--- src/rtl/led_dimming_curve_mapper_unit_assert.svh ---
// Assertion macros for the LED dimming curve mapper.
`ifndef LED_DIMMING_CURVE_MAPPER_UNIT_ASSERT_SVH
`define LED_DIMMING_CURVE_MAPPER_UNIT_ASSERT_SVH

`ifndef SYNTHESIS

`define LDCM_ASSERT_IMPLY(label, clk, rst_n, lhs, rhs) \
    label: assert property (@(posedge clk) disable iff (!rst_n) (lhs) |-> (rhs)) \
        else $error("ldcm assertion failed");

`define LDCM_ASSERT_NEXT(label, clk, rst_n, lhs, rhs) \
    label: assert property (@(posedge clk) disable iff (!rst_n) (lhs) |=> (rhs)) \
        else $error("ldcm assertion failed");

`else

`define LDCM_ASSERT_IMPLY(label, clk, rst_n, lhs, rhs)

`define LDCM_ASSERT_NEXT(label, clk, rst_n, lhs, rhs)

`endif

`endif

--- src/rtl/ldcm_pkg.sv ---
`default_nettype none

package ldcm_pkg;

    localparam logic [1:0] MODE_ANALOG     = 2'd0;
    localparam logic [1:0] MODE_PWM        = 2'd1;
    localparam logic [1:0] MODE_HYBRID     = 2'd2;
    localparam logic [1:0] MODE_HYBRID_ALT = 2'd3;

    localparam logic [1:0] CFG_DIM_MODE = 2'd0;
    localparam logic [1:0] CFG_KNEE     = 2'd1;
    localparam logic [1:0] CFG_MIN_ON   = 2'd2;

    typedef struct packed {
        logic valid;
        logic use_quot;
        logic do_floor;
        logic lit;
    } ldcm_ctrl_t;

endpackage

`default_nettype wire

--- src/rtl/led_dimming_curve_mapper_unit.sv ---
// Pipeline: a stage-0 register, the divider's restoring stages and an output register, in that order.
// Throughput: one level per cycle; the divider is FRAC_BITS restoring stages, one per cycle.
// A stalled result holds the whole pipeline; the input stalls only then.
// Reset: asynchronous, active low; empties the pipeline and loads dim_mode = 2,
// knee_level = ONE / 2, min_on_fraction = 0.
`default_nettype none

module led_dimming_curve_mapper_unit #(
    parameter int FRAC_BITS = 16
) (
    input  wire logic               clk,
    input  wire logic               rst_n,
    input  wire logic               level_valid,
    output logic                    level_stall,
    input  wire logic [FRAC_BITS:0] level,
    output logic                    result_valid,
    input  wire logic               result_stall,
    output logic [FRAC_BITS:0]      current_duty,
    output logic [FRAC_BITS:0]      pwm_duty,
    output logic                    light_on,
    input  wire logic               cfg_valid,
    output logic                    cfg_ready,
    input  wire logic [1:0]         cfg_index,
    input  wire logic [FRAC_BITS:0] cfg_data
);

    `include "led_dimming_curve_mapper_unit_assert.svh"

    localparam logic [FRAC_BITS:0] ONE = {1'b1, {FRAC_BITS{1'b0}}};

    logic                   advance;

    logic [1:0]             dim_mode_reg;
    logic [FRAC_BITS:0]     knee_reg;
    logic [FRAC_BITS:0]     min_on_reg;

    logic [FRAC_BITS:0]     lvl;
    logic [FRAC_BITS:0]     knee_sat;
    logic [FRAC_BITS:0]     knee;
    logic [FRAC_BITS:0]     floor_q;

    ldcm_pkg::ldcm_ctrl_t   s0_ctrl_next;
    logic [FRAC_BITS:0]     s0_cur_next;
    logic [FRAC_BITS:0]     s0_pwm_next;
    ldcm_pkg::ldcm_ctrl_t   s0_ctrl_reg;
    logic [FRAC_BITS:0]     s0_num_reg;
    logic [FRAC_BITS:0]     s0_den_reg;
    logic [FRAC_BITS:0]     s0_cur_reg;
    logic [FRAC_BITS:0]     s0_pwm_reg;

    ldcm_pkg::ldcm_ctrl_t   d_ctrl;
    logic [FRAC_BITS-1:0]   d_quot;
    logic [FRAC_BITS:0]     d_cur;
    logic [FRAC_BITS:0]     d_pwm;

    logic [FRAC_BITS:0]     duty;
    logic [FRAC_BITS:0]     pwm_next;
    logic                   lit_next;

    logic                   result_valid_reg;
    logic [FRAC_BITS:0]     current_duty_reg;
    logic [FRAC_BITS:0]     pwm_duty_reg;
    logic                   light_on_reg;

    assign advance     = !(result_valid_reg && result_stall);
    assign level_stall = !advance;
    assign cfg_ready   = 1'b1;

    // configuration
    always_ff @(posedge clk or negedge rst_n)
    begin
        if (!rst_n)
        begin
            dim_mode_reg <= ldcm_pkg::MODE_HYBRID;
            knee_reg     <= ONE >> 1;
            min_on_reg   <= '0;
        end
        else if (cfg_valid && cfg_ready)
        begin
            unique case (cfg_index)
                ldcm_pkg::CFG_DIM_MODE: dim_mode_reg <= cfg_data[1:0];
                ldcm_pkg::CFG_KNEE:     knee_reg     <= cfg_data;
                ldcm_pkg::CFG_MIN_ON:   min_on_reg   <= cfg_data;
                default:                ;
            endcase
        end
    end

    // stage 0: saturation and mode decode
    always_comb
    begin
        lvl      = (level > ONE) ? ONE : level;
        knee_sat = (knee_reg > ONE) ? ONE : knee_reg;
        knee     = (knee_sat == '0) ? {{FRAC_BITS{1'b0}}, 1'b1} : knee_sat;

        s0_ctrl_next.valid    = level_valid;
        s0_ctrl_next.use_quot = 1'b0;
        s0_ctrl_next.do_floor = 1'b0;
        s0_ctrl_next.lit      = 1'b1;
        s0_cur_next           = lvl;
        s0_pwm_next           = ONE;

        if (lvl == '0)
        begin
            s0_ctrl_next.lit = 1'b0;
            s0_cur_next      = '0;
            s0_pwm_next      = '0;
        end
        else if (dim_mode_reg == ldcm_pkg::MODE_ANALOG)
        begin
            s0_cur_next = lvl;
        end
        else if (dim_mode_reg == ldcm_pkg::MODE_PWM)
        begin
            s0_ctrl_next.do_floor = 1'b1;
            s0_cur_next           = ONE;
            s0_pwm_next           = lvl;
        end
        else if (lvl < knee)
        begin
            s0_ctrl_next.use_quot = 1'b1;
            s0_ctrl_next.do_floor = 1'b1;
            s0_cur_next           = knee;
        end
    end

    always_ff @(posedge clk or negedge rst_n)
    begin
        if (!rst_n)
        begin
            s0_ctrl_reg <= '0;
        end
        else if (advance)
        begin
            s0_ctrl_reg <= s0_ctrl_next;
        end
    end

    always_ff @(posedge clk)
    begin
        if (advance)
        begin
            s0_num_reg <= lvl;
            s0_den_reg <= knee;
            s0_cur_reg <= s0_cur_next;
            s0_pwm_reg <= s0_pwm_next;
        end
    end

    ldcm_div_pipe #(
        .FRAC_BITS (FRAC_BITS)
    ) u_div (
        .clk      (clk),
        .rst_n    (rst_n),
        .advance  (advance),
        .in_ctrl  (s0_ctrl_reg),
        .in_num   (s0_num_reg),
        .in_den   (s0_den_reg),
        .in_cur   (s0_cur_reg),
        .in_pwm   (s0_pwm_reg),
        .out_ctrl (d_ctrl),
        .out_quot (d_quot),
        .out_cur  (d_cur),
        .out_pwm  (d_pwm)
    );

    // minimum-on snapping
    always_comb
    begin
        floor_q  = (min_on_reg > ONE) ? ONE : min_on_reg;
        duty     = d_ctrl.use_quot ? {1'b0, d_quot} : d_pwm;
        pwm_next = duty;
        lit_next = d_ctrl.lit;
        if (d_ctrl.do_floor)
        begin
            if (floor_q == '0)
            begin
                lit_next = (duty != '0);
            end
            else if (duty >= floor_q)
            begin
                lit_next = 1'b1;
            end
            else if (duty >= (floor_q >> 1))
            begin
                pwm_next = floor_q;
                lit_next = 1'b1;
            end
            else
            begin
                pwm_next = '0;
                lit_next = 1'b0;
            end
        end
    end

    always_ff @(posedge clk or negedge rst_n)
    begin
        if (!rst_n)
        begin
            result_valid_reg <= 1'b0;
        end
        else if (advance)
        begin
            result_valid_reg <= d_ctrl.valid;
        end
    end

    always_ff @(posedge clk)
    begin
        if (advance)
        begin
            current_duty_reg <= d_cur;
            pwm_duty_reg     <= pwm_next;
            light_on_reg     <= lit_next;
        end
    end

    assign result_valid = result_valid_reg;
    assign current_duty = current_duty_reg;
    assign pwm_duty     = pwm_duty_reg;
    assign light_on     = light_on_reg;

    `LDCM_ASSERT_IMPLY(a_dark_no_pwm, clk, rst_n, result_valid && !light_on, pwm_duty == '0)
    `LDCM_ASSERT_IMPLY(a_zero_cur_pwm, clk, rst_n, result_valid && ~|current_duty, ~|pwm_duty)
    `LDCM_ASSERT_IMPLY(a_zero_cur_dark, clk, rst_n, result_valid && ~|current_duty, !light_on)
    `LDCM_ASSERT_IMPLY(a_in_range, clk, rst_n, result_valid, pwm_duty <= ONE && current_duty <= ONE)

endmodule

`default_nettype wire

--- src/rtl/ldcm_div_pipe.sv ---
`default_nettype none

module ldcm_div_pipe #(
    parameter int FRAC_BITS = 16
) (
    input  wire logic                   clk,
    input  wire logic                   rst_n,
    input  wire logic                   advance,
    input  wire ldcm_pkg::ldcm_ctrl_t   in_ctrl,
    input  wire logic [FRAC_BITS:0]     in_num,
    input  wire logic [FRAC_BITS:0]     in_den,
    input  wire logic [FRAC_BITS:0]     in_cur,
    input  wire logic [FRAC_BITS:0]     in_pwm,
    output ldcm_pkg::ldcm_ctrl_t        out_ctrl,
    output logic [FRAC_BITS-1:0]        out_quot,
    output logic [FRAC_BITS:0]          out_cur,
    output logic [FRAC_BITS:0]          out_pwm
);

    ldcm_pkg::ldcm_ctrl_t       ctrl_reg [FRAC_BITS];
    logic [FRAC_BITS:0]         rem_reg  [FRAC_BITS];
    logic [FRAC_BITS-1:0]       low_reg  [FRAC_BITS];
    logic [FRAC_BITS-1:0]       quot_reg [FRAC_BITS];
    logic [FRAC_BITS:0]         den_reg  [FRAC_BITS];
    logic [FRAC_BITS:0]         cur_reg  [FRAC_BITS];
    logic [FRAC_BITS:0]         pwm_reg  [FRAC_BITS];

    // one restoring step per stage; numerator is {num, den >> 1}
    for (genvar i = 0; i < FRAC_BITS; i++) begin : g_step
        ldcm_pkg::ldcm_ctrl_t   st_ctrl;
        logic [FRAC_BITS:0]     st_rem;
        logic [FRAC_BITS-1:0]   st_low;
        logic [FRAC_BITS-1:0]   st_quot;
        logic [FRAC_BITS:0]     st_den;
        logic [FRAC_BITS:0]     st_cur;
        logic [FRAC_BITS:0]     st_pwm;
        logic [FRAC_BITS+1:0]   shifted;
        logic [FRAC_BITS+1:0]   diff;
        logic                   ge;
        logic [FRAC_BITS:0]     rem_next;
        logic [FRAC_BITS-1:0]   low_next;
        logic [FRAC_BITS-1:0]   quot_next;

        if (i == 0) begin : g_first
            assign st_ctrl = in_ctrl;
            assign st_rem  = in_num;
            assign st_low  = in_den[FRAC_BITS:1];
            assign st_quot = '0;
            assign st_den  = in_den;
            assign st_cur  = in_cur;
            assign st_pwm  = in_pwm;
        end
        else begin : g_next
            assign st_ctrl = ctrl_reg[i-1];
            assign st_rem  = rem_reg[i-1];
            assign st_low  = low_reg[i-1];
            assign st_quot = quot_reg[i-1];
            assign st_den  = den_reg[i-1];
            assign st_cur  = cur_reg[i-1];
            assign st_pwm  = pwm_reg[i-1];
        end

        assign shifted   = {st_rem, st_low[FRAC_BITS-1]};
        assign diff      = shifted - {1'b0, st_den};
        assign ge        = (shifted >= {1'b0, st_den});
        assign rem_next  = ge ? diff[FRAC_BITS:0] : shifted[FRAC_BITS:0];
        assign low_next  = {st_low[FRAC_BITS-2:0], 1'b0};
        assign quot_next = {st_quot[FRAC_BITS-2:0], ge};

        always_ff @(posedge clk or negedge rst_n)
        begin
            if (!rst_n)
            begin
                ctrl_reg[i] <= '0;
            end
            else if (advance)
            begin
                ctrl_reg[i] <= st_ctrl;
            end
        end

        always_ff @(posedge clk)
        begin
            if (advance)
            begin
                rem_reg[i]  <= rem_next;
                low_reg[i]  <= low_next;
                quot_reg[i] <= quot_next;
                den_reg[i]  <= st_den;
                cur_reg[i]  <= st_cur;
                pwm_reg[i]  <= st_pwm;
            end
        end
    end

    assign out_ctrl = ctrl_reg[FRAC_BITS-1];
    assign out_quot = quot_reg[FRAC_BITS-1];
    assign out_cur  = cur_reg[FRAC_BITS-1];
    assign out_pwm  = pwm_reg[FRAC_BITS-1];

endmodule

`default_nettype wire

--- config.mk ---
export PLATFORM = sky130hd
export DESIGN_NAME = led_dimming_curve_mapper_unit
export DESIGN_NICKNAME = d
export VERILOG_FILES = /design/src/rtl/ldcm_pkg.sv /design/src/rtl/led_dimming_curve_mapper_unit.sv /design/src/rtl/ldcm_div_pipe.sv
export VERILOG_INCLUDE_DIRS = /design/src /design/src/rtl
export SDC_FILE = /design/constraint.sdc
export NUM_CORES = 2
export LEC_CHECK = 0
export BUFFER_PORTS_ARGS = -buffer_cell sky130_fd_sc_hd__buf_2
export CAP_MARGIN = 5
export CORE_MARGIN = 5
export CORE_UTILIZATION = 40
export CTS_CLUSTER_SIZE = 8
export DETAILED_ROUTE_END_ITERATION = 6
export SLEW_MARGIN = 20
export SYNTH_ARGS = -nofsm -noshare
export SYNTH_HDL_FRONTEND = slang
export SYNTH_SLANG_ARGS = --single-unit
--- constraint.sdc ---
create_clock -name clk -period 42.9 [get_ports clk]
set_input_delay 6.435 -clock clk [delete_from_list [all_inputs] [get_ports clk]]
set_output_delay 6.435 -clock clk [all_outputs]
set_load 0.01 [all_outputs]
# [Word level (Yosys, flattened, before mapping)]
# Memories as Yosys holds them, arrays and structs flattened. A register that Yosys moved wholly into a read port is not among the register bits.
# Cells that the tools add are included.
[totals] reg_bits=191 ramBits=1584 output_inout_bits=38 word_cells=180 mem_count=6
[classes] add_sub_neg=16 n_lt_le_gt_ge=22 n_eq_ne=3 muxes=41 bitwise_logic=1 reduce_logical=12
[memory_table] memory="u_div.cur_reg" depth=16 width=17 rd=16 rd_ports_with_merged_regs=1 wr=16 line="ldcm_div_pipe.sv:25" source="logic [FRAC_BITS:0] cur_reg [FRAC_BITS];"
[memory_table] memory="u_div.den_reg" depth=16 width=17 rd=15 rd_ports_with_merged_regs=0 wr=16 line="ldcm_div_pipe.sv:24" source="logic [FRAC_BITS:0] den_reg [FRAC_BITS];"
[memory_table] memory="u_div.pwm_reg" depth=16 width=17 rd=16 rd_ports_with_merged_regs=0 wr=16 line="ldcm_div_pipe.sv:26" source="logic [FRAC_BITS:0] pwm_reg [FRAC_BITS];"
[memory_table] memory="u_div.rem_reg" depth=16 width=17 rd=15 rd_ports_with_merged_regs=0 wr=16 line="ldcm_div_pipe.sv:21" source="logic [FRAC_BITS:0] rem_reg [FRAC_BITS];"
[memory_table] memory="u_div.quot_reg" depth=16 width=16 rd=16 rd_ports_with_merged_regs=0 wr=16 line="ldcm_div_pipe.sv:23" source="logic [FRAC_BITS-1:0] quot_reg [FRAC_BITS];"
[memory_table] memory="u_div.low_reg" depth=16 width=15 rd=15 rd_ports_with_merged_regs=0 wr=16 line="ldcm_div_pipe.sv:22" source="logic [FRAC_BITS-1:0] low_reg [FRAC_BITS];"
[op_table] operator="$mux 17" n=30
[op_table] operator="$ge 18x17->1" n=16
[op_table] operator="$sub 17x17->17" n=16
[op_table] operator="$gt 17x17->1 const B" n=3
[op_table] operator="$logic_not 17->1" n=3
[op_table] operator="$ge 17x16->1" n=1
[op_table] operator="$ge 17x17->1" n=1
[op_table] operator="$lt 17x17->1" n=1
[op_table] operator="$reduce_bool 17->1" n=1
[op_table] operator="$mux 1" n=8
[op_table] operator="$mux 2" n=3
[op_table] operator="$reduce_and 2->1" n=3
[op_table] operator="$eq 2x1->1 const B" n=2
[op_table] operator="$logic_not 2->1" n=2
[op_table] operator="$reduce_or 3->1" n=1
[op_table] operator="$eq 2x2->1 const B" n=1
[op_table] operator="$logic_and 1x1->1" n=1
[op_table] operator="$logic_not 1->1" n=1
[op_table] operator="$not 1->1" n=1

# [Depth between registers and ports, before layout]
[depth] ltp_word=9 mapped_depth=16

# [By module]
# A second synthesis with hierarchy kept.
[unflattened] hier_cells=4117 area_unflattened_um2=61048.6
[by_module_without_submodules] mod="ldcm_div_pipe" instances=1 cells_each=3548 area_per_inst_um2=53837.9
[by_module_without_submodules] mod="led_dimming_curve_mapper_unit" instances=1 cells_each=569 area_per_inst_um2=7210.7

# [Worst setup path before layout]
# OpenSTA, ideal clock, no wires.
[synth_path] kind="input to register" startpoint="input result_stall" endpoint="register u_div.ctrl_reg[31] (netlist name)" setup_ns=0.202 arrival_ns=45.942 t_required_ns=42.698 slack_ns=-3.243 stages=3 path_buffers=1 path_cell_list="nand2_1 -> clkbuf_1 -> mux2_2"
[synth_via] elab_chain_cells=1
[synth_rtl] item="start: declaration" line="led_dimming_curve_mapper_unit.sv:17" source="input wire logic result_stall,"
[synth_rtl] item="$logic_and 1x1->1" line="led_dimming_curve_mapper_unit.sv:65" source="assign advance = !(result_valid_reg && result_stall);"
[synth_rtl] item="end signal: indexed assignment" line="ldcm_div_pipe.sv:78" source="ctrl_reg[i] <= st_ctrl;"
[synth_rtl] item="end: declaration" line="ldcm_div_pipe.sv:20" source="ldcm_pkg::ldcm_ctrl_t ctrl_reg [FRAC_BITS];"
# Every way passes these cells.
# A chain may end at the register's enable or synchronous reset.

# [Worst setup path after layout]
[layout_path] startpoint="input result_stall" endpoint="output level_stall"
[layout_via] elab_chain_cells=1
[layout_rtl] item="$logic_and 1x1->1" line="led_dimming_curve_mapper_unit.sv:65"
[layout_rtl] item="end: declaration" line="led_dimming_curve_mapper_unit.sv:14" source="output logic level_stall,"
# Every way passes these cells.

==> impl_metrics.csv <==
group,metric,value,unit
timing,slew_headroom,26.9,%
run_status,status,"finished clean",
floorplan,die_x,399,µm
setup_path,r2r_cells,13,
logic_synthesis,synth_ff_type,"edfxtp_1",
setup_path,r2r-end,"s0_cur_reg[6]$_SDFFCE_PN0N_",
floorplan,start_util,40.3,%
drt,wl_per_cell,18.0,µm
cts,clkTransAtPathRegs,0.05,ns
logic_synthesis,syn_inst,4011,
timing,skew,0.0490,ns
timing,setup-tns-final,0,ns
global_routing,antenna_found_initial,5,
setup_path,r2r_start,"knee_reg[12]$_DFFE_PN0P_",
cts,post_cts_buffers,0,
timing,period_share,32.9,%
hold_path,min-delay-start,"u_div.cur_reg[4][11]$_DFFE_PN_",
logic_synthesis,yosys.area.top_type,"edfxtp_1",
global_routing,grt_pass1_wl,179,mm
global_routing,grt_pass1_vias,32200,
setup_path,arrival,7.66,ns
cts,cts_buffers,193,
timing,rsz0062_at_grt,"no",
hold_path,hold_path_end,"u_div.cur_reg[5][11]$_DFFE_PN_",
place,port_buffers,77,
setup_path,worstPathMaxFanout,43,
cts,clock_latency,0.80,ns
cts,cts_root_buffer,"clkbuf_16",
logic_synthesis,yosys.area.top_type_share,64.3,%
setup_path,critical_path_class,"primary input to output pin",
global_routing,grt_max_degree,196,
timing,tightest_slew,1.10,ns
timing,min_period,14.10,ns
cts,post_cts_resized,0,
floorplan,chipHeight,399,µm
cts,cts.sinks,1398,
layout,fin_nets,4640,
logic_synthesis,ys_seq_area_share,68.6,%
global_routing,gr-usage-all-layers,14.4,%
drt,vias_per_cell,5.00,
global_routing,overflow,0,
layout,synthToLayoutAreaGrowth,14.0,%
timing,finalWorstSetupSlack,28.80,ns
drt,dr.pass1.iters,5,
drt,vias,31900,
place,place_ws,28.79,ns
setup_path,cp-start-kind,"primary input",
drt,drc,0,
timing,hold_viol,0,
timing,setup_violations,0,
hold_path,hp-class,"flip-flop to flip-flop",
drt,wirelength,114,mm
setup_path,reg2reg_setup_slack,37.85,ns
logic_synthesis,avgSynthCellArea,15.1,µm²
setup_path,cp.required,36.47,ns
cts,cts_tree,"built",
logic_synthesis,syn-cell-area,60400,µm²
logic_synthesis,synthDistinctLibCells,80,
timing,clock.fmax,70.9,MHz
floorplan,rows,142,
logic_synthesis,synthTopCellsByArea,"edfxtp_1 64%, ha_1 6.7%, mux2_2 5.2%",
place,dp_cells,6084,
logic_synthesis,async_reset_ff_share,7.51,%
flow_run,cap_viol_max_count,0,
floorplan,core_area,150000,µm²
floorplan,io_pins,79,
place,place_hpwl,80.2,mm
logic_synthesis,ys_ff_latch,1398,
drt,antenna_left,0,
layout,final_core_util,45.9,%
logic_synthesis,syn-num-nets,4388,
timing,drv_slew,0,
cts,hold_buffers,0,
layout,layout.cells.non_filler,6369,
place,gp_congestion,0.844,
drt,first_iter_violations,1706,
floorplan,die_area,159000,µm²
setup_path,setup.worst_path.end_class,"output pin",
cts,h-tree-depth,4,
cts,ctsLongestPathBuffers,3,
logic_synthesis,synth-edff-count,1293,
layout,drive_gt1_share,14.8,%
hold_path,worstHoldPathCells,0,
logic_synthesis,yosysWarnings,0,
[cells in the final DEF (no fill, tap or decap), drive strengths merged, types with 103 or more instances in the layout]
cell type	count
edfxtp	1293
ha	321
a21oi	174
clkbuf	266
dfrtp	103
nand2	192
nor2	166
mux2	279
o21ai	133
buf	104
xnor2	139
inv	385
[kinds of logic after synthesis]
family | count (synthesis) | synth area share (%)
other cells | 1 | 0.00621
buf+inv | 430 | 2.75
xor+xnor | 194 | 2.81
simple gates | 656 | 5.22
compound gates | 670 | 7.44
flops | 1398 | 68.6
mux | 325 | 5.96
fa+ha+maj | 337 | 7.16
[stage by stage]
stage	cell area [µm²]	hold slack, ns
3_3_place_gp	63300	0.400
5_1_grt	68800	0.404
4_1_cts	68800	0.387
2_1_floorplan	60400	0.400
6_report	68800	0.399
3_5_place_dp	63300	0.405
[final cells by class]
| type | count | area, µm² |
|---|---|---|
| clock inverters | 16 | 349 |
| repair buffers | 104 | 632 |
| well taps | 2016 | 2520 |
| diodes | 3 | 7.51 |
| multi-input cells | 2183 | 17300 |
| flip-flops and latches | 1398 | 41500 |
| clock buffers | 266 | 5110 |
| inverters | 383 | 1440 |
| fillers | 13100 | 81100 |
[routing by layer]
metal / track usage (%) / vias up / share of wire, %
met2: 24.5 / 507 / 49
met1: 18.6 / 15600 / 44
met4: 4.67 / 0 / 2.8
met5: 0 / - / 0
met3: 2.70 / 210 / 3.6
li1: - / 15600 / -
[cell usage after synthesis, types with 14 or more instances]
cell         n
inv_1      381
a211o_1     15
nand3_1     49
o21bai_1    23
o21ai_0    118
o22ai_1     23
a211oi_1    43
nor2b_1     31
and3_1      14
o31ai_1     20
dfrtp_1    103
o21a_1      28
a21oi_1    174
ha_1       321
or2_2       16
nand2_1    192
xor2_1      55
nor2_1     166
mux2_2     278
edfxtp_1  1293
nand2b_1    38
clkbuf_1    27
xnor2_1    139
fa_1        15
nor4_1      30
nand4_1     42
mux2i_1     46
a21o_1      94
nor3_1      33
[worst max path at each step]
stage / cells past startpoint / end / start
after floorplan: 3 / u_div.ctrl_reg[31]$_DFFE_PN0N_ / result_stall
after global placement: 5 / level_stall / result_stall
after detailed placement: 5 / level_stall / result_stall
after CTS: 5 / level_stall / result_stall
after global routing: 5 / level_stall / result_stall
final: 5 / level_stall / result_stall
[critical path: stages]
cell and delay, ns:
buf_2 0.11, nand2_4 0.44, clkinv_1 0.14, buf_4 0.30, buf_2 0.20
Power is left out: the tool's default activity adds up to more than one toggle a clock period on the data nets, which glitch-free logic cannot reach.
